## src/pdmc_pkg.sv

```systemverilog
`default_nettype none
// ----------------------------------------------------------------------------
// pdmc_pkg
// Types and constants shared by the per-channel delay mean calibrator.
// ----------------------------------------------------------------------------
package pdmc_pkg;

    localparam int CHAN_W     = 11;
    localparam int CHAN_EXT_W = 13;
    localparam int TENTHS_W   = 11;
    localparam int CMD_W      = 2;
    localparam int CNT_W      = 24;
    localparam int SUM_W      = 35;
    localparam int LIMIT_W    = 18;
    localparam int MINC_W     = 16;
    localparam int MEAN_W     = 18;
    localparam int STATUS_W   = 2;
    localparam int EPOCH_W    = 8;
    localparam int PROD_W     = 42;
    localparam int NUM_W      = 44;
    localparam int DIV_W      = 25;
    localparam int QUO_W      = 18;
    localparam int STEP_W     = 5;
    localparam int PADDR_W    = 4;
    localparam int PDATA_W    = 32;

    localparam int QUEUE_DEPTH = 4;
    localparam int QPTR_W      = 2;
    localparam int QCNT_W      = 3;

    localparam logic [CMD_W-1:0] CMD_HIT   = 2'd0;
    localparam logic [CMD_W-1:0] CMD_EVENT = 2'd1;
    localparam logic [CMD_W-1:0] CMD_QUERY = 2'd2;

    localparam logic [1:0] REG_LOW_LIMIT  = 2'd0;
    localparam logic [1:0] REG_HIGH_LIMIT = 2'd1;
    localparam logic [1:0] REG_MIN_COUNTS = 2'd2;

    localparam logic [LIMIT_W-1:0] LOW_LIMIT_RST  = 18'd50000;
    localparam logic [LIMIT_W-1:0] HIGH_LIMIT_RST = 18'd109000;
    localparam logic [MINC_W-1:0]  MIN_COUNTS_RST = 16'd20;

    localparam logic [STATUS_W-1:0] ST_OK     = 2'd0;
    localparam logic [STATUS_W-1:0] ST_FEW    = 2'd1;
    localparam logic [STATUS_W-1:0] ST_OUT    = 2'd2;
    localparam logic [STATUS_W-1:0] ST_NODATA = 2'd3;

    localparam logic [MEAN_W-1:0]   MEAN_FEW  = 18'd80123;
    localparam logic [MEAN_W-1:0]   MEAN_OUT  = 18'd56000;
    localparam logic [TENTHS_W-1:0] D_LOW     = 11'd500;
    localparam logic [TENTHS_W-1:0] D_HIGH    = 11'd1090;
    localparam logic [CNT_W-1:0]    COUNT_MAX = 24'hFFFFFF;

    typedef enum logic [1:0] {
        OP_HIT,
        OP_EVENT,
        OP_QUERY,
        OP_NONE
    } op_t;

    typedef enum logic [1:0] {
        B_INIT,
        B_RUN,
        B_WRAP
    } back_state_t;

    typedef enum logic [2:0] {
        Q_IDLE,
        Q_MUL,
        Q_CMP,
        Q_DIV,
        Q_DONE
    } query_state_t;

    typedef struct packed {
        op_t                 op;
        logic [CHAN_W-1:0]   channel;
        logic                ch_ok;
        logic [TENTHS_W-1:0] tenths;
        logic                good;
    } item_t;

    typedef struct packed {
        logic [CNT_W-1:0] cnt;
        logic [SUM_W-1:0] sum;
    } acc_t;

    typedef struct packed {
        logic ch_ok;
        logic seen;
        acc_t acc;
    } qreq_t;

    typedef struct packed {
        logic [LIMIT_W-1:0] low_limit;
        logic [LIMIT_W-1:0] high_limit;
        logic [MINC_W-1:0]  min_counts;
    } cfg_t;

endpackage
`default_nettype wire

```

## src/pdmc_queue.sv

```systemverilog
`default_nettype none
// ----------------------------------------------------------------------------
// pdmc_queue
// Short word queue between the input side and the execution side.
// ----------------------------------------------------------------------------
module pdmc_queue (
    input  wire logic            aclk,
    input  wire logic            aresetn,
    input  wire logic            push,
    input  wire pdmc_pkg::item_t push_item,
    output logic                 q_ready,
    input  wire logic            pop,
    output pdmc_pkg::item_t      head,
    output logic                 head_valid
);

    pdmc_pkg::item_t                mem_reg [pdmc_pkg::QUEUE_DEPTH];
    logic [pdmc_pkg::QPTR_W-1:0]    wr_ptr_reg, wr_ptr_next;
    logic [pdmc_pkg::QPTR_W-1:0]    rd_ptr_reg, rd_ptr_next;
    logic [pdmc_pkg::QCNT_W-1:0]    count_reg, count_next;

    assign q_ready    = count_reg != pdmc_pkg::QCNT_W'(pdmc_pkg::QUEUE_DEPTH);
    assign head_valid = count_reg != '0;
    assign head       = mem_reg[rd_ptr_reg];

    always_comb begin
        wr_ptr_next = push ? wr_ptr_reg + 1'b1 : wr_ptr_reg;
        rd_ptr_next = pop ? rd_ptr_reg + 1'b1 : rd_ptr_reg;
        case ({push, pop})
            2'b10:   count_next = count_reg + 1'b1;
            2'b01:   count_next = count_reg - 1'b1;
            default: count_next = count_reg;
        endcase
    end

    always_ff @(posedge aclk) begin
        if (!aresetn) begin
            wr_ptr_reg <= '0;
            rd_ptr_reg <= '0;
            count_reg  <= '0;
        end else begin
            wr_ptr_reg <= wr_ptr_next;
            rd_ptr_reg <= rd_ptr_next;
            count_reg  <= count_next;
        end
    end

    always_ff @(posedge aclk) begin
        if (push) begin
            mem_reg[wr_ptr_reg] <= push_item;
        end
    end

endmodule
`default_nettype wire

```

## config.mk

```make
export PLATFORM = sky130hd
export DESIGN_NAME = pdmc_queue
export DESIGN_NICKNAME = d
export VERILOG_FILES = /design/src/pdmc_pkg.sv /design/src/pdmc_queue.sv
export SDC_FILE = /design/constraint.sdc
export NUM_CORES = 1
export LEC_CHECK = 0
export ABC_AREA = 1
export BUFFER_PORTS_ARGS = -buffer_cell sky130_fd_sc_hd__clkbuf_2
export CAP_MARGIN = 40
export CORE_UTILIZATION = 55
export DETAILED_ROUTE_END_ITERATION = 6
export PLACE_DENSITY = 0.85
export SYNTH_ARGS = -nofsm -noshare
export SYNTH_HDL_FRONTEND = slang
export SYNTH_SLANG_ARGS = --single-unit
```

## constraint.sdc

```tcl
create_clock -name aclk -period 1.95 [get_ports aclk]
set_input_delay 0.0975 -clock aclk [delete_from_list [all_inputs] [get_ports aclk]]
set_output_delay 0.0975 -clock aclk [all_outputs]
set_load 0.02 [all_outputs]
```

==> run metrics <==
status finished, final reports clean; Num Clock Sinks around 110; R2R cell count 5; Starting Density roughly 58%; # rows 31; Mapped Cells 308; largest net degree at the start of global routing 53; Max VDD drop approximately 0.73 mV; Total Routing Usage GR around a quarter; top_reg_cell synth edfxtp_1; R2R Setup Slk 580 ps; syn avg cell area 13.92 um^2; RR Endpoint mem_reg[2][1]; Post-DP HPWL between 5 and 6 mm; Ports just under 60; core area approximately 0.0074 mm^2; max FFs per register between 100 and 150; Total Negative Setup Slacks 0 ps; Worst-path clk slew ~50 ps; design area ~0.0056 mm^2; Rel. slew slack around four fifths; Slew @ Worst Pin 318.7 ps; Hold Path Depth 2; endpoints failing setup 0; Routed met2 length 4.809 mm; htree depth 4; Setup Buffers After CTS 0; RSZ-0062 raised after global routing false; Metal-1 WL ~3.7 mm; Die Width ~90 um; Hold/Removal Path Class input port to register; layout cells sized above 1 about a quarter; Worst Skew slightly below 6 ps; maximum clock insertion buffer count 2; Slew Limit Fails 0; Iter 0 DRT Violations between 200 and 300; CTS buffer count 17; Synth cell types 18; nets@finish between 400 and 500; Util after Layout approximately three quarters; Yosys reg bits between 100 and 150; DR pass1 iterations 5; fmax approximately 530 MHz; ys async rst share 0%; drt drc 0; Die Area roughly 0.0082 mm^2; crit path kind register to output pin; HP Start push_item[9]; crit end category output pin; Layout area overhead 30.76%; ANT nets after route 0; first-pass GRT wire length approximately 14 mm; DR vias 2,921; Worst Hold End mem_reg[2][9]; Placer Congestion 0.7428; Via density between 5 and 6; synthesized area approximately 0.0043 mm^2; ANT cells 0; post-route minimum period approximately 1900 ps; maximum fanout along the worst path 26; met3 wire len approximately 660 um; Worst EP required approximately 1900 ps; static leakage 2.129 nW; Hold Fails Final Rpt 0; WP data arrival about 1800 ps; Final Cycle Share 97.43%; r2r startpoint wr_ptr_reg[0]; commonest non-fill, non-tap cell in the layout edfxtp_1; Area after DPL approximately 0.0047 mm^2; initial antenna violation count 0; vias in the first global route around 2,900; most frequent cells in the layout edfxtp_1, clkbuf_2, nor2_1; Top Layer Used met4; Startpoint Class register; GRT overflow 0; CTS tree yes; YS warnings 0; sequential area share after synthesis between 70% and 80%; WL/cell between 15 and 20 um; worst hold slack around 340 ps; EDFF count, synth ~100; worst skew pair latency 510 ps; Port Buf Inserts between 50 and 60; Root Driver clkbuf_8; Die Y 90.30 um; MaxCap Viol Count 0; aggregate routed wire length between 9 and 10 mm; syn_nets 344; pwr dens 1145 mW/mm^2
-- worst max-delay path, cell delays in order (launching register included) --
cell	delay [ps]
dfxtp_4	420
buf_12	190
o21ai_0	160
o22ai_1	290
clkbuf_2	230
-- metal layers --
layer	up-vias	global-route usage [%]
li1	1342	-
met1	1404	27.79
met2	153	39.06
met3	22	7.744
met4	0	12.90
met5	-	0
-- timing repair --
item / 4_1_cts / 5_1_grt
gates cloned: 0 / 1
pin swaps: 0 / 0
endpoints found under the setup margin: 10 / 6
resized for setup: 3 / 3
hold endpoints to repair: 113 / 0
hold buffers: 29 / 0
-- report_power, final --
group | leakage (nW) | total [W] | internal [W] | switching (W)
clock | 0.285 | 0.00299 | 0.00200 | 0.000989
sequential | 1.03 | 0.00280 | 0.00276 | 0.0000393
combinational | 0.813 | 0.000629 | 0.000219 | 0.000410
total | 2.13 | 0.00642 | 0.00498 | 0.00144
-- worst max-delay path by stage --
| stage | startpoint | to | slack, ps | depth (start not counted) |
|---|---|---|---|---|
| after floorplan | wr_ptr_reg[0] | mem_reg[2][0] | 460 | 4 |
| after global placement | push | count_reg[2] | 560 | 11 |
| after detailed placement | register | head[5] | 510 | 4 |
| after CTS | register | head[13] | -6 | 4 |
| after global routing | register | head[13] | 40 | 4 |
| final | register | head[13] | 50 | 4 |
-- layout make-up --
| class | instances | area, um^2 |
|---|---|---|
| clock buffer | 21 | 449.2 |
| clock inverter | 11 | 137.6 |
| fill | 412 | 1802 |
| inverter | 17 | 73.82 |
| multi-input combinational | 163 | 822.0 |
| sequential | 113 | 3308 |
| tap | 99 | 123.9 |
| timing repair buffer | 97 | 691.9 |
-- cells by family after synthesis --
kind of cell | synth area share [%]
DFF | 77.04
and+or+nand+nor | 6.099
buffers and inverters | 3.793
AOI/OAI and AO/OA | 11.15
adders and majority gates | 1.926
-- synth_stat cells (3+ instances only) --
| cell type | n | area, um^2 |
|---|---|---|
| o21ai_1 | 17 | 85.08 |
| buf_2 | 8 | 40.04 |
| edfxtp_1 | 104 | 3123 |
| inv_1 | 15 | 56.30 |
| o22ai_1 | 26 | 162.7 |
| nor2_1 | 55 | 206.5 |
| dfxtp_1 | 9 | 180.2 |
| a21oi_1 | 5 | 25.02 |
| ha_1 | 5 | 62.56 |
| nand2_1 | 9 | 33.78 |
| buf_4 | 6 | 45.04 |
| nand3_1 | 3 | 15.01 |
| o21ai_0 | 41 | 205.2 |
-- per-stage QoR --
step	std cells	power (W)	worst slack [ps]
2_1_floorplan	308	0.003190	461.6
3_3_place_gp	459	0.003376	561.7
3_5_place_dp	459	0.003405	512.6
4_1_cts	520	0.006416	-6.104
5_1_grt	521	0.006614	42.37
6_report	521	0.006418	50.20
Power figures use the tool's default switching activity.
