`src/pdmc_pkg.sv`:
```
`default_nettype none
// ----------------------------------------------------------------------------
// pdmc_pkg
// Types and constants shared by the per-channel delay mean calibrator.
// ----------------------------------------------------------------------------
package pdmc_pkg;

    localparam int CHAN_W     = 11;
    localparam int CHAN_EXT_W = 13;
    localparam int TENTHS_W   = 11;
    localparam int CMD_W      = 2;
    localparam int CNT_W      = 24;
    localparam int SUM_W      = 35;
    localparam int LIMIT_W    = 18;
    localparam int MINC_W     = 16;
    localparam int MEAN_W     = 18;
    localparam int STATUS_W   = 2;
    localparam int EPOCH_W    = 8;
    localparam int PROD_W     = 42;
    localparam int NUM_W      = 44;
    localparam int DIV_W      = 25;
    localparam int QUO_W      = 18;
    localparam int STEP_W     = 5;
    localparam int PADDR_W    = 4;
    localparam int PDATA_W    = 32;

    localparam int QUEUE_DEPTH = 4;
    localparam int QPTR_W      = 2;
    localparam int QCNT_W      = 3;

    localparam logic [CMD_W-1:0] CMD_HIT   = 2'd0;
    localparam logic [CMD_W-1:0] CMD_EVENT = 2'd1;
    localparam logic [CMD_W-1:0] CMD_QUERY = 2'd2;

    localparam logic [1:0] REG_LOW_LIMIT  = 2'd0;
    localparam logic [1:0] REG_HIGH_LIMIT = 2'd1;
    localparam logic [1:0] REG_MIN_COUNTS = 2'd2;

    localparam logic [LIMIT_W-1:0] LOW_LIMIT_RST  = 18'd50000;
    localparam logic [LIMIT_W-1:0] HIGH_LIMIT_RST = 18'd109000;
    localparam logic [MINC_W-1:0]  MIN_COUNTS_RST = 16'd20;

    localparam logic [STATUS_W-1:0] ST_OK     = 2'd0;
    localparam logic [STATUS_W-1:0] ST_FEW    = 2'd1;
    localparam logic [STATUS_W-1:0] ST_OUT    = 2'd2;
    localparam logic [STATUS_W-1:0] ST_NODATA = 2'd3;

    localparam logic [MEAN_W-1:0]   MEAN_FEW  = 18'd80123;
    localparam logic [MEAN_W-1:0]   MEAN_OUT  = 18'd56000;
    localparam logic [TENTHS_W-1:0] D_LOW     = 11'd500;
    localparam logic [TENTHS_W-1:0] D_HIGH    = 11'd1090;
    localparam logic [CNT_W-1:0]    COUNT_MAX = 24'hFFFFFF;

    typedef enum logic [1:0] {
        OP_HIT,
        OP_EVENT,
        OP_QUERY,
        OP_NONE
    } op_t;

    typedef enum logic [1:0] {
        B_INIT,
        B_RUN,
        B_WRAP
    } back_state_t;

    typedef enum logic [2:0] {
        Q_IDLE,
        Q_MUL,
        Q_CMP,
        Q_DIV,
        Q_DONE
    } query_state_t;

    typedef struct packed {
        op_t                 op;
        logic [CHAN_W-1:0]   channel;
        logic                ch_ok;
        logic [TENTHS_W-1:0] tenths;
        logic                good;
    } item_t;

    typedef struct packed {
        logic [CNT_W-1:0] cnt;
        logic [SUM_W-1:0] sum;
    } acc_t;

    typedef struct packed {
        logic ch_ok;
        logic seen;
        acc_t acc;
    } qreq_t;

    typedef struct packed {
        logic [LIMIT_W-1:0] low_limit;
        logic [LIMIT_W-1:0] high_limit;
        logic [MINC_W-1:0]  min_counts;
    } cfg_t;

endpackage
`default_nettype wire

```
`src/pdmc_front.sv`:
```
`default_nettype none
// ----------------------------------------------------------------------------
// pdmc_front
// Input side: decodes each word, clamps the delay, checks the channel range
// and pushes the classified word into the queue.
// ----------------------------------------------------------------------------
module pdmc_front #(
    parameter int CHANNELS = 2048
) (
    input  wire logic                             s_valid,
    output logic                                  s_ready,
    input  wire logic [pdmc_pkg::CMD_W-1:0]       s_command,
    input  wire logic [pdmc_pkg::CHAN_W-1:0]      s_channel,
    input  wire logic [pdmc_pkg::TENTHS_W-1:0]    s_d80_tenths,
    input  wire logic                             s_hit_good,
    input  wire logic                             q_ready,
    input  wire logic                             init_busy,
    output logic                                  push,
    output pdmc_pkg::item_t                       item
);

    always_comb begin
        case (s_command)
            pdmc_pkg::CMD_HIT:   item.op = pdmc_pkg::OP_HIT;
            pdmc_pkg::CMD_EVENT: item.op = pdmc_pkg::OP_EVENT;
            pdmc_pkg::CMD_QUERY: item.op = pdmc_pkg::OP_QUERY;
            default:             item.op = pdmc_pkg::OP_NONE;
        endcase
        item.channel = s_channel;
        item.ch_ok   = pdmc_pkg::CHAN_EXT_W'(s_channel) < pdmc_pkg::CHAN_EXT_W'(CHANNELS);
        if (s_d80_tenths < pdmc_pkg::D_LOW) begin
            item.tenths = pdmc_pkg::D_LOW;
        end else if (s_d80_tenths > pdmc_pkg::D_HIGH) begin
            item.tenths = pdmc_pkg::D_HIGH;
        end else begin
            item.tenths = s_d80_tenths;
        end
        item.good = s_hit_good;
    end

    assign s_ready = q_ready & ~init_busy;
    // unused command code is dropped here
    assign push    = s_valid & s_ready & (item.op != pdmc_pkg::OP_NONE);

endmodule
`default_nettype wire

```
`config.mk`:
```
export PLATFORM = sky130hd
export DESIGN_NAME = pdmc_front
export DESIGN_NICKNAME = d
export VERILOG_FILES = /design/src/pdmc_pkg.sv /design/src/pdmc_front.sv
export SDC_FILE = /design/constraint.sdc
export NUM_CORES = 1
export LEC_CHECK = 0
export ABC_AREA = 1
export BUFFER_PORTS_ARGS = -buffer_cell sky130_fd_sc_hd__buf_4
export CAP_MARGIN = 20
export CORE_AREA = 2 2 39 41
export DETAILED_ROUTE_END_ITERATION = 12
export DIE_AREA = 0 0 41 43
export PLACE_DENSITY = 0.77
export REMOVE_ABC_BUFFERS = 1
export SYNTH_ARGS = -nofsm -noshare
export SYNTH_HDL_FRONTEND = slang
export SYNTH_SLANG_ARGS = --single-unit
```
`constraint.sdc`:
```
create_clock -name vclk -period 1.6
set_clock_uncertainty 0.05 [all_clocks]
set_input_delay 0.16 -clock vclk [all_inputs]
set_output_delay 0.16 -clock vclk [all_outputs]
set_load 0.01 [all_outputs]
```
==> summary.md <==
| Metric | Value |
|---|---|
| Die outline width | a little over 40 µm |
| Run status | completed |
| I/O Pins | 56 |
| Drt drc | 0 |
| Number of diodes | 0 |
| Total Power Consumption | 135 µW |
| Count of unique library cells instantiated by Yosys | 16 |
| Cell Count, Final, Fillers Out | 97 |
| FFs & Latches | 0 |
| Final core utilization | 34.8% |
| Total congestion overflow | 0 |
| Most area-consuming cells after synthesis | sky130_fd_sc_hd__buf_4 (29%), sky130_fd_sc_hd__nand2_1 (20%), sky130_fd_sc_hd__nor2_1 (10%) |
| Clock period minus worst slack | roughly 1.3 ns |
| Wire length per cell after detailed routing | 10.2 µm |
| Buffer and inverter count on the worst path | 4 |
| Netlist Area Pre-Place | approximately 340 µm² |
| Post-synthesis to final-layout area growth | 42.6% |
| Most used standard cell by instance count after synthesis | sky130_fd_sc_hd__nand2_1 |
| Number of slew-limit violations in the final report | 0 |
| Power density over the cells | 281 nW/µm² |
| Number of cells after detailed placement | 97 |
| Worst-path fanout max | 8 |
| Post_cts resized | 0 |
| Number of clock buffers in the layout | 0 |
| Hold-fix buffer count after cts | 0 |
| Count of final setup violators | 0 |
| Maximum number of pins on one net before global-route repair | 10 |
| Setup crit start kind | input pin |
| Cell breakdown of the critical path | buf_4 > inv_1 > nand2_1 > nor2_1 > nand3_1 > nand3_4 > inv_2 > nor2_1 > buf_4 |
| Worst vdd rail ir drop | roughly 100 µV |
| Weighted congestion reported at the end of routability-driven placement | ~0.84 |
| Effective utilization at floorplan | 24.4% |
| Syn. warnings | 0 |
| Largest area contributor in the synthesized netlist | sky130_fd_sc_hd__buf_4 |
| Wire length of the first global-routing pass | 1560 µm |
| CORE AREA | ~1400 µm² |
| Maximum Capacitance Violations | 0 |
| Number of iterations in the first detailed-routing pass | 2 |
| IO buf count | 31 |
| Slack of the critical path | 0.326 ns |
| Number of stages on the worst setup path | 9 |
| Worst Hold Margin | 0.270 ns |
| Final WL | slightly below 1000 µm |
| Critical path capture point type | primary output |
| Synth top cells by count | sky130_fd_sc_hd__nand2_1 (18), sky130_fd_sc_hd__buf_4 (13), sky130_fd_sc_hd__nor2_1 (9) |
| Setup TNS | 0 ns |
| Setup Crit Path Kind | in2out |
| Total via count after detailed routing | just over 400 |
| Die ar. | 1760 µm² |
| Setup repair after global routing missed its margin | false |
| Fraction of layout cells with a size suffix above 1 | 46.9% |
| Capturing instance or port of the critical path | item[1] |
| Proportion of synthesized chip area in sequential cells | 0% |
| Peak Freq | 785 MHz |
| Critical Path Start | s_d80_tenths[3] |
| Cell family with the largest share of critical-path delay | simple AND/OR/NAND/NOR gates |
| Number of global-route vias before repair | 385 |
| Row Count | 14 |
| Instance count of the mapped netlist | 66 |
| Register area | 0 µm² |
| Placed Instance Area | roughly 480 µm² |
| Place WS | between 0.3 and 0.4 ns |
| Class of the most critical hold timing path | in2out |
| Post-CTS setup buffers | 0 |
| Number of vias per cell | 4.27 |
| Area share of the largest cell type after synthesis | 28.9% |
| Total non-filler cell area in the finished layout | 482 µm² |
| Leak pwr | 0.298 nW |
| Worst Path Required | about 1.4 ns |
| Final period utilization | 79.6% |
| Count of final hold-check violations | 0 |
| Initial DRC Count | 3 |
| Dpl hpwl | between 800 and 900 µm |
| Number of antenna violations at the first check in global routing | 0 |
| Slowest cell on the critical path | sky130_fd_sc_hd__nand3_4 |
| Arrival time at the worst endpoint | 1.06 ns |
| GRT Overall Usage | 12.0% |
| Avg Inst Size Synth | roughly 5.1 µm² |
| Crit path largest cell delay | 0.16 ns |
| Die outline height | 43 µm |
| Routed Antenna Nets | 0 |
| Number of nets in the layout | 111 |
power by group:
group          total (mW)  switching (mW)  internal (mW)
Combinational       0.135          0.0646         0.0709
Sequential              0               0              0
Clock                   0               0              0
worst min path at each step:
stage / start / to / slack (ns) / cells after the start
finish: s_channel[10] / item[23] / 0.27 / 0
global route: s_channel[0] / item[13] / 0.27 / 0
CTS: s_channel[10] / item[23] / 0.27 / 0
detailed placement: s_channel[10] / item[23] / 0.27 / 0
global placement: s_channel[10] / item[23] / 0.27 / 0
floorplan: s_hit_good / item[0] / 0.27 / 0
area by class of cell:
class | instances | area (µm²)
inverters | 10 | 37.5
well taps | 16 | 20.0
multi-input cells | 40 | 191
repair buffers | 31 | 233
fillers | 159 | 902
per-layer routing:
metal,up-vias,global-route usage (%),routed length [µm]
li1,214,-,-
met1,158,15.2,426
met2,42,16.9,373
met3,0,9.42,191
met4,0,0,0
met5,-,0,0
layout by cell type, fill, tap and decap left out, types with 3 or more instances in the layout:
master                    synthesis  routed
sky130_fd_sc_hd__nand3_1          4       4
sky130_fd_sc_hd__nor2_1           9       9
sky130_fd_sc_hd__inv_2            3       3
sky130_fd_sc_hd__nand2_1         18      18
sky130_fd_sc_hd__inv_1            7       7
sky130_fd_sc_hd__buf_4           13      31
cell families (layout without fill, tap and decap cells):
| logic type | count (synthesis) | after routing | synth area share, % |
|---|---|---|---|
| compound gates | 3 | 3 | 6.30 |
| other cells | 1 | 1 | 1.11 |
| simple gates | 36 | 36 | 49.3 |
| buf+inv | 26 | 41 | 43.3 |
No activity file was read; power rests on OpenSTA's default activity.
