### src/pdmc_pkg.sv
`default_nettype none
// ----------------------------------------------------------------------------
// pdmc_pkg
// Types and constants shared by the per-channel delay mean calibrator.
// ----------------------------------------------------------------------------
package pdmc_pkg;

    localparam int CHAN_W     = 11;
    localparam int CHAN_EXT_W = 13;
    localparam int TENTHS_W   = 11;
    localparam int CMD_W      = 2;
    localparam int CNT_W      = 24;
    localparam int SUM_W      = 35;
    localparam int LIMIT_W    = 18;
    localparam int MINC_W     = 16;
    localparam int MEAN_W     = 18;
    localparam int STATUS_W   = 2;
    localparam int EPOCH_W    = 8;
    localparam int PROD_W     = 42;
    localparam int NUM_W      = 44;
    localparam int DIV_W      = 25;
    localparam int QUO_W      = 18;
    localparam int STEP_W     = 5;
    localparam int PADDR_W    = 4;
    localparam int PDATA_W    = 32;

    localparam int QUEUE_DEPTH = 4;
    localparam int QPTR_W      = 2;
    localparam int QCNT_W      = 3;

    localparam logic [CMD_W-1:0] CMD_HIT   = 2'd0;
    localparam logic [CMD_W-1:0] CMD_EVENT = 2'd1;
    localparam logic [CMD_W-1:0] CMD_QUERY = 2'd2;

    localparam logic [1:0] REG_LOW_LIMIT  = 2'd0;
    localparam logic [1:0] REG_HIGH_LIMIT = 2'd1;
    localparam logic [1:0] REG_MIN_COUNTS = 2'd2;

    localparam logic [LIMIT_W-1:0] LOW_LIMIT_RST  = 18'd50000;
    localparam logic [LIMIT_W-1:0] HIGH_LIMIT_RST = 18'd109000;
    localparam logic [MINC_W-1:0]  MIN_COUNTS_RST = 16'd20;

    localparam logic [STATUS_W-1:0] ST_OK     = 2'd0;
    localparam logic [STATUS_W-1:0] ST_FEW    = 2'd1;
    localparam logic [STATUS_W-1:0] ST_OUT    = 2'd2;
    localparam logic [STATUS_W-1:0] ST_NODATA = 2'd3;

    localparam logic [MEAN_W-1:0]   MEAN_FEW  = 18'd80123;
    localparam logic [MEAN_W-1:0]   MEAN_OUT  = 18'd56000;
    localparam logic [TENTHS_W-1:0] D_LOW     = 11'd500;
    localparam logic [TENTHS_W-1:0] D_HIGH    = 11'd1090;
    localparam logic [CNT_W-1:0]    COUNT_MAX = 24'hFFFFFF;

    typedef enum logic [1:0] {
        OP_HIT,
        OP_EVENT,
        OP_QUERY,
        OP_NONE
    } op_t;

    typedef enum logic [1:0] {
        B_INIT,
        B_RUN,
        B_WRAP
    } back_state_t;

    typedef enum logic [2:0] {
        Q_IDLE,
        Q_MUL,
        Q_CMP,
        Q_DIV,
        Q_DONE
    } query_state_t;

    typedef struct packed {
        op_t                 op;
        logic [CHAN_W-1:0]   channel;
        logic                ch_ok;
        logic [TENTHS_W-1:0] tenths;
        logic                good;
    } item_t;

    typedef struct packed {
        logic [CNT_W-1:0] cnt;
        logic [SUM_W-1:0] sum;
    } acc_t;

    typedef struct packed {
        logic ch_ok;
        logic seen;
        acc_t acc;
    } qreq_t;

    typedef struct packed {
        logic [LIMIT_W-1:0] low_limit;
        logic [LIMIT_W-1:0] high_limit;
        logic [MINC_W-1:0]  min_counts;
    } cfg_t;

endpackage
`default_nettype wire

### src/pdmc_query.sv
`default_nettype none
// ----------------------------------------------------------------------------
// pdmc_query
// Mean unit: fallback decisions, limit test on the exact mean, rounded
// mean by a radix-2 divider, and the result word register.
// ----------------------------------------------------------------------------
module pdmc_query (
    input  wire logic                            aclk,
    input  wire logic                            aresetn,
    input  wire logic                            q_start,
    input  wire pdmc_pkg::qreq_t                 q_req,
    input  wire pdmc_pkg::cfg_t                  cfg,
    output logic                                 q_busy,
    output logic                                 m_valid,
    input  wire logic                            m_ready,
    output logic [pdmc_pkg::MEAN_W-1:0]          m_mean_milli,
    output logic [pdmc_pkg::STATUS_W-1:0]        m_status
);

    pdmc_pkg::query_state_t          state_reg, state_next;
    logic [pdmc_pkg::CNT_W-1:0]      cnt_reg, cnt_next;
    logic [pdmc_pkg::SUM_W-1:0]      sum_reg, sum_next;
    logic [pdmc_pkg::PROD_W-1:0]     s100_reg, s100_next;
    logic [pdmc_pkg::PROD_W-1:0]     lo_prod_reg, lo_prod_next;
    logic [pdmc_pkg::PROD_W-1:0]     hi_prod_reg, hi_prod_next;
    logic [pdmc_pkg::DIV_W-1:0]      rem_reg, rem_next;
    logic [pdmc_pkg::QUO_W-1:0]      numlo_reg, numlo_next;
    logic [pdmc_pkg::QUO_W-1:0]      quo_reg, quo_next;
    logic [pdmc_pkg::STEP_W-1:0]     step_reg, step_next;
    logic [pdmc_pkg::MEAN_W-1:0]     res_mean_reg, res_mean_next;
    logic [pdmc_pkg::STATUS_W-1:0]   res_status_reg, res_status_next;
    logic                            out_valid_reg, out_valid_next;
    logic [pdmc_pkg::MEAN_W-1:0]     out_mean_reg;
    logic [pdmc_pkg::STATUS_W-1:0]   out_status_reg;

    logic [pdmc_pkg::NUM_W-1:0]      num;
    logic [pdmc_pkg::SUM_W+6:0]      sum_w;
    logic [pdmc_pkg::DIV_W:0]        rem_sh, dvs;
    logic                            qbit, load;

    assign q_busy       = state_reg != pdmc_pkg::Q_IDLE;
    assign m_valid      = out_valid_reg;
    assign m_mean_milli = out_mean_reg;
    assign m_status     = out_status_reg;

    always_comb begin
        state_next      = state_reg;
        cnt_next        = cnt_reg;
        sum_next        = sum_reg;
        s100_next       = s100_reg;
        lo_prod_next    = lo_prod_reg;
        hi_prod_next    = hi_prod_reg;
        rem_next        = rem_reg;
        numlo_next      = numlo_reg;
        quo_next        = quo_reg;
        step_next       = step_reg;
        res_mean_next   = res_mean_reg;
        res_status_next = res_status_reg;
        load            = 1'b0;
        sum_w           = pdmc_pkg::PROD_W'(sum_reg);
        // rounded mean = (2*s100 + cnt) / (2*cnt)
        num    = pdmc_pkg::NUM_W'({s100_reg, 1'b0}) + pdmc_pkg::NUM_W'(cnt_reg);
        dvs    = (pdmc_pkg::DIV_W+1)'({cnt_reg, 1'b0});
        rem_sh = {rem_reg, numlo_reg[pdmc_pkg::QUO_W-1]};
        qbit   = rem_sh >= dvs;
        case (state_reg)
            pdmc_pkg::Q_IDLE: begin
                if (q_start) begin
                    cnt_next = q_req.acc.cnt;
                    sum_next = q_req.acc.sum;
                    if (!q_req.seen || !q_req.ch_ok) begin
                        res_mean_next   = '0;
                        res_status_next = pdmc_pkg::ST_NODATA;
                        state_next      = pdmc_pkg::Q_DONE;
                    end else if (q_req.acc.cnt < pdmc_pkg::CNT_W'(cfg.min_counts)) begin
                        res_mean_next   = pdmc_pkg::MEAN_FEW;
                        res_status_next = pdmc_pkg::ST_FEW;
                        state_next      = pdmc_pkg::Q_DONE;
                    end else if (q_req.acc.cnt == '0) begin
                        res_mean_next   = '0;
                        res_status_next = pdmc_pkg::ST_NODATA;
                        state_next      = pdmc_pkg::Q_DONE;
                    end else begin
                        state_next = pdmc_pkg::Q_MUL;
                    end
                end
            end
            pdmc_pkg::Q_MUL: begin
                s100_next    = (sum_w << 6) + (sum_w << 5) + (sum_w << 2);
                lo_prod_next = pdmc_pkg::PROD_W'(cfg.low_limit) * pdmc_pkg::PROD_W'(cnt_reg);
                hi_prod_next = pdmc_pkg::PROD_W'(cfg.high_limit) * pdmc_pkg::PROD_W'(cnt_reg);
                state_next   = pdmc_pkg::Q_CMP;
            end
            pdmc_pkg::Q_CMP: begin
                if (s100_reg < lo_prod_reg || s100_reg > hi_prod_reg) begin
                    res_mean_next   = pdmc_pkg::MEAN_OUT;
                    res_status_next = pdmc_pkg::ST_OUT;
                    state_next      = pdmc_pkg::Q_DONE;
                end else begin
                    rem_next   = num[pdmc_pkg::DIV_W+pdmc_pkg::QUO_W-1:pdmc_pkg::QUO_W];
                    numlo_next = num[pdmc_pkg::QUO_W-1:0];
                    quo_next   = '0;
                    step_next  = '0;
                    state_next = pdmc_pkg::Q_DIV;
                end
            end
            pdmc_pkg::Q_DIV: begin
                rem_next   = qbit ? pdmc_pkg::DIV_W'(rem_sh - dvs)
                                  : rem_sh[pdmc_pkg::DIV_W-1:0];
                numlo_next = {numlo_reg[pdmc_pkg::QUO_W-2:0], 1'b0};
                quo_next   = {quo_reg[pdmc_pkg::QUO_W-2:0], qbit};
                step_next  = step_reg + 1'b1;
                if (step_reg == pdmc_pkg::STEP_W'(pdmc_pkg::QUO_W - 1)) begin
                    res_mean_next   = {quo_reg[pdmc_pkg::QUO_W-2:0], qbit};
                    res_status_next = pdmc_pkg::ST_OK;
                    state_next      = pdmc_pkg::Q_DONE;
                end
            end
            pdmc_pkg::Q_DONE: begin
                if (!out_valid_reg || m_ready) begin
                    load       = 1'b1;
                    state_next = pdmc_pkg::Q_IDLE;
                end
            end
            default: begin
                state_next = pdmc_pkg::Q_IDLE;
            end
        endcase
        if (load) begin
            out_valid_next = 1'b1;
        end else if (m_ready) begin
            out_valid_next = 1'b0;
        end else begin
            out_valid_next = out_valid_reg;
        end
    end

    always_ff @(posedge aclk) begin
        if (!aresetn) begin
            state_reg     <= pdmc_pkg::Q_IDLE;
            step_reg      <= '0;
            out_valid_reg <= 1'b0;
        end else begin
            state_reg     <= state_next;
            step_reg      <= step_next;
            out_valid_reg <= out_valid_next;
        end
    end

    always_ff @(posedge aclk) begin
        cnt_reg        <= cnt_next;
        sum_reg        <= sum_next;
        s100_reg       <= s100_next;
        lo_prod_reg    <= lo_prod_next;
        hi_prod_reg    <= hi_prod_next;
        rem_reg        <= rem_next;
        numlo_reg      <= numlo_next;
        quo_reg        <= quo_next;
        res_mean_reg   <= res_mean_next;
        res_status_reg <= res_status_next;
        if (load) begin
            out_mean_reg   <= res_mean_reg;
            out_status_reg <= res_status_reg;
        end
    end

endmodule
`default_nettype wire

### config.mk
export PLATFORM = sky130hd
export DESIGN_NAME = pdmc_query
export DESIGN_NICKNAME = d
export VERILOG_FILES = /design/src/pdmc_pkg.sv /design/src/pdmc_query.sv
export SDC_FILE = /design/constraint.sdc
export NUM_CORES = 2
export LEC_CHECK = 0
export BUFFER_PORTS_ARGS = -buffer_cell sky130_fd_sc_hd__buf_2
export CAP_MARGIN = 20
export CORE_MARGIN = 2
export CORE_UTILIZATION = 54
export DETAILED_ROUTE_END_ITERATION = 8
export PLACE_DENSITY_LB_ADDON = 0.25
export SLEW_MARGIN = 30
export SYNTH_ARGS = -nofsm -noshare
export SYNTH_HDL_FRONTEND = slang
export SYNTH_SLANG_ARGS = --single-unit
### constraint.sdc
create_clock -name aclk -period 20.6 [get_ports aclk]
set_input_delay 4.12 -clock aclk [delete_from_list [all_inputs] [get_ports aclk]]
set_output_delay 4.12 -clock aclk [all_outputs]
set_load 0.01 [all_outputs]
==> results_dict.tcl <==
set metrics [dict create \
    crit_arrival_ns 10.40 \
    cap_violations 0 \
    fin_ws_ns 10.51 \
    ys_seq_elements 292 \
    worst_slew_pin_slew_ns 0.912 \
    post-route-period-util_pct 49.0 \
    async_flop_share_pct 0 \
    grt_pass1_wl_um 175000 \
    htreeDepth 2 \
    r2r_setup_slack_ns 13.63 \
    timing.rr.end "lo_prod_reg[39]" \
    netlist_area_um2 44800 \
    drt_iter0_drc 1977 \
    dr.pass1.iters 5 \
    syn2layout_area_growth_pct 5.88 \
    die_area_um2 85200 \
    finalSetupViolCount 0 \
    pin_count 139 \
    synth_top_family_by_area "adder cells" \
    via_count 31700 \
    drive_gt1_share_pct 5.60 \
    worstPathMaxFanout 24 \
    synth_area_leaders "fa_1, edfxtp_1, ha_1" \
    synth_top_cell_by_area "fa_1" \
    required_ns 20.91 \
    fin_nets 5980 \
    rsz0062_at_grt "false" \
    wire_per_inst_um 18.5 \
    yosysSeqAreaShare_pct 19.4 \
    clock_path_buffers 3 \
    worstHoldEndpoint "m_mean_milli[13]" \
    cp-end-kind "flip-flop" \
    yosysUniqueCellTypes 93 \
    syn_inst 4702 \
    synth_adder_area_share_pct 44.6 \
    post_cts_buffers 0 \
    post-route-util_pct 57.7 \
    r2r_start "cnt_reg[13]" \
    cts_root_buf "clkbuf_16" \
    cts_tree "done" \
    grt_pass1_vias 32700 \
    hp-start "res_mean_reg[13]" \
    synth_compound_area_share_pct 8.17 \
    muxShareOfSynthArea_pct 0.346 \
    pre_cts_slack_ns 10.04 \
    antenna_found_initial 5 \
    cts.sink_count 292 \
    fmax_mhz 99.1 \
    design.core.area_um2 82100 \
    hpwlAfterDp_um 80300 \
    grt_overflow_total 0 \
    finalHoldViolCount 0 \
    ys_warn_count 0 \
    numCtsBuffers 34 \
    path_class "input port to flip-flop" \
    syn-num-nets 5971 \
    r2r_cells 24 \
    totalWireLength_um 107000 \
    ant_nets 0 \
    max_slew_margin_pct 39.2 \
    synth_xor_area_share_pct 2.97 \
    grt_usage_pct 26.1 \
    fin_skew_ns 0.0240 \
    cts_resized 0 \
    drc 0 \
    synth_top_area_share_pct 33.0 \
    place_congestion 0.881 \
    yosys.area_share.simple_pct 14.2 \
    ys.flop_type "edfxtp_1" \
    start_kind "input port" \
    path_clk_slew_ns 0.06 \
    port_buffers 138 \
    status "completed" \
    hp-class "flip-flop to flip-flop" \
    final.setup.tns_ns 0 \
    clk_latency_ns 0.58 \
    fin_crit_ns 10.09 \
    synth_edf_count 283 \
    die_w_um 292 \
    vias_per_cell 5.46 \
    whs_path_depth 0 \
    grt_max_degree 70 \
    fp.dieH_um 292 \
    synth.avg_cell_area_um2 9.52 \
    finalMaxSlewViolations 0 \
    rows 105 \
    holdBufCountCts 0 \
    start_util_pct 54.5 \
]
layout make-up:
cell class / count / area [um2]
diodes: 3 / 7.51
clock buffers: 42 / 881
clock inverters: 19 / 218
fillers: 7115 / 34700
inverters: 1016 / 3810
multi-input cells: 3195 / 31500
flip-flops and latches: 292 / 8680
well taps: 1070 / 1340
repair buffers: 172 / 978
logic make-up (layout without fill, tap and decap cells):
kind of cell / Yosys count / count (layout)
and+or+nand+nor: 1331 / 1331
buffers and inverters: 1215 / 1249
xor gates and xnor gates: 152 / 152
adders and majority gates: 1152 / 1152
AOI/OAI and AO/OA: 545 / 545
muxes: 15 / 15
DFF: 292 / 292
other: 0 / 3
worst max path at each step:
stage                 start  cells after the start  slack [ns]         endpoint
2_1_floorplan  state_reg[0]                      2       10.18   hi_prod_reg[0]
3_3_place_gp        cfg[25]                     24       10.10  hi_prod_reg[29]
3_5_place_dp        cfg[19]                     23       10.04  hi_prod_reg[40]
4_1_cts             cfg[37]                     24       10.62  lo_prod_reg[41]
5_1_grt             cfg[25]                     24       10.11  hi_prod_reg[29]
6_report            cfg[38]                     24       10.51  lo_prod_reg[39]
Yosys cell counts (all sizes together) (5+ instances only):
master,count
nand2b,22
a31oi,12
inv,1016
buf,8
and2,348
dfxtp,9
fa,738
nor3,26
a21oi,161
nor4,12
or3,11
mux2i,11
and4,5
nand2,650
nand4,39
nand3,39
xor2,52
o31ai,12
o21bai,19
edfxtp,283
a21o,110
xnor2,100
clkbuf,190
o211ai,21
o21ai,106
o311ai,5
o21a,29
and3,30
o2111ai,6
nor2,119
a211oi,15
a21boi,5
a41oi,6
ha,414
nor2b,18
worst max-delay path, stage by stage:
cell	delay, ns
buf_2	0.42
nand2_1	0.16
fa_1	0.55
inv_1	0.06
fa_1	0.53
inv_1	0.05
fa_1	0.50
inv_1	0.06
fa_1	0.52
fa_1	0.49
inv_1	0.05
fa_1	0.47
inv_1	0.04
ha_1	0.38
a21oi_1	0.17
o21ai_0	0.15
a211oi_1	0.40
nor2_1	0.10
a21oi_2	0.19
a31oi_4	0.14
o41ai_1	0.38
o21ai_0	0.16
a21oi_1	0.21
xnor2_1	0.08
routing by layer:
layer / global-route usage (%) / share of wire (%) / vias to the layer above
met5: 0 / 0.012 / -
met3: 2.50 / 5.3 / 168
met4: 8.51 / 3.6 / 2
met1: 35.6 / 42 / 16000
met2: 44.0 / 49 / 863
li1: - / - / 14700
cell usage in the layout (no fill, tap or decap), types with 86 or more instances in the layout:
master,count
a21o_1,108
o21ai_0,86
xnor2_1,100
a21oi_1,156
nand2_1,649
edfxtp_1,283
ha_1,414
buf_2,138
and2_1,346
inv_1,1016
nor2_1,118
fa_1,738
metrics by stage:
stage / instances / cell area, um2 / hold WS, ns
3_5_place_dp: 5744 / 46300 / 0.405
2_1_floorplan: 4702 / 44800 / 0.400
3_3_place_gp: 5743 / 46300 / 0.400
6_report: 5809 / 47400 / 0.419
5_1_grt: 5808 / 47400 / 0.425
4_1_cts: 5805 / 47400 / 0.420
Power is left out: the tool's default activity adds up to more than one toggle a clock period on the data nets, which glitch-free logic cannot reach.
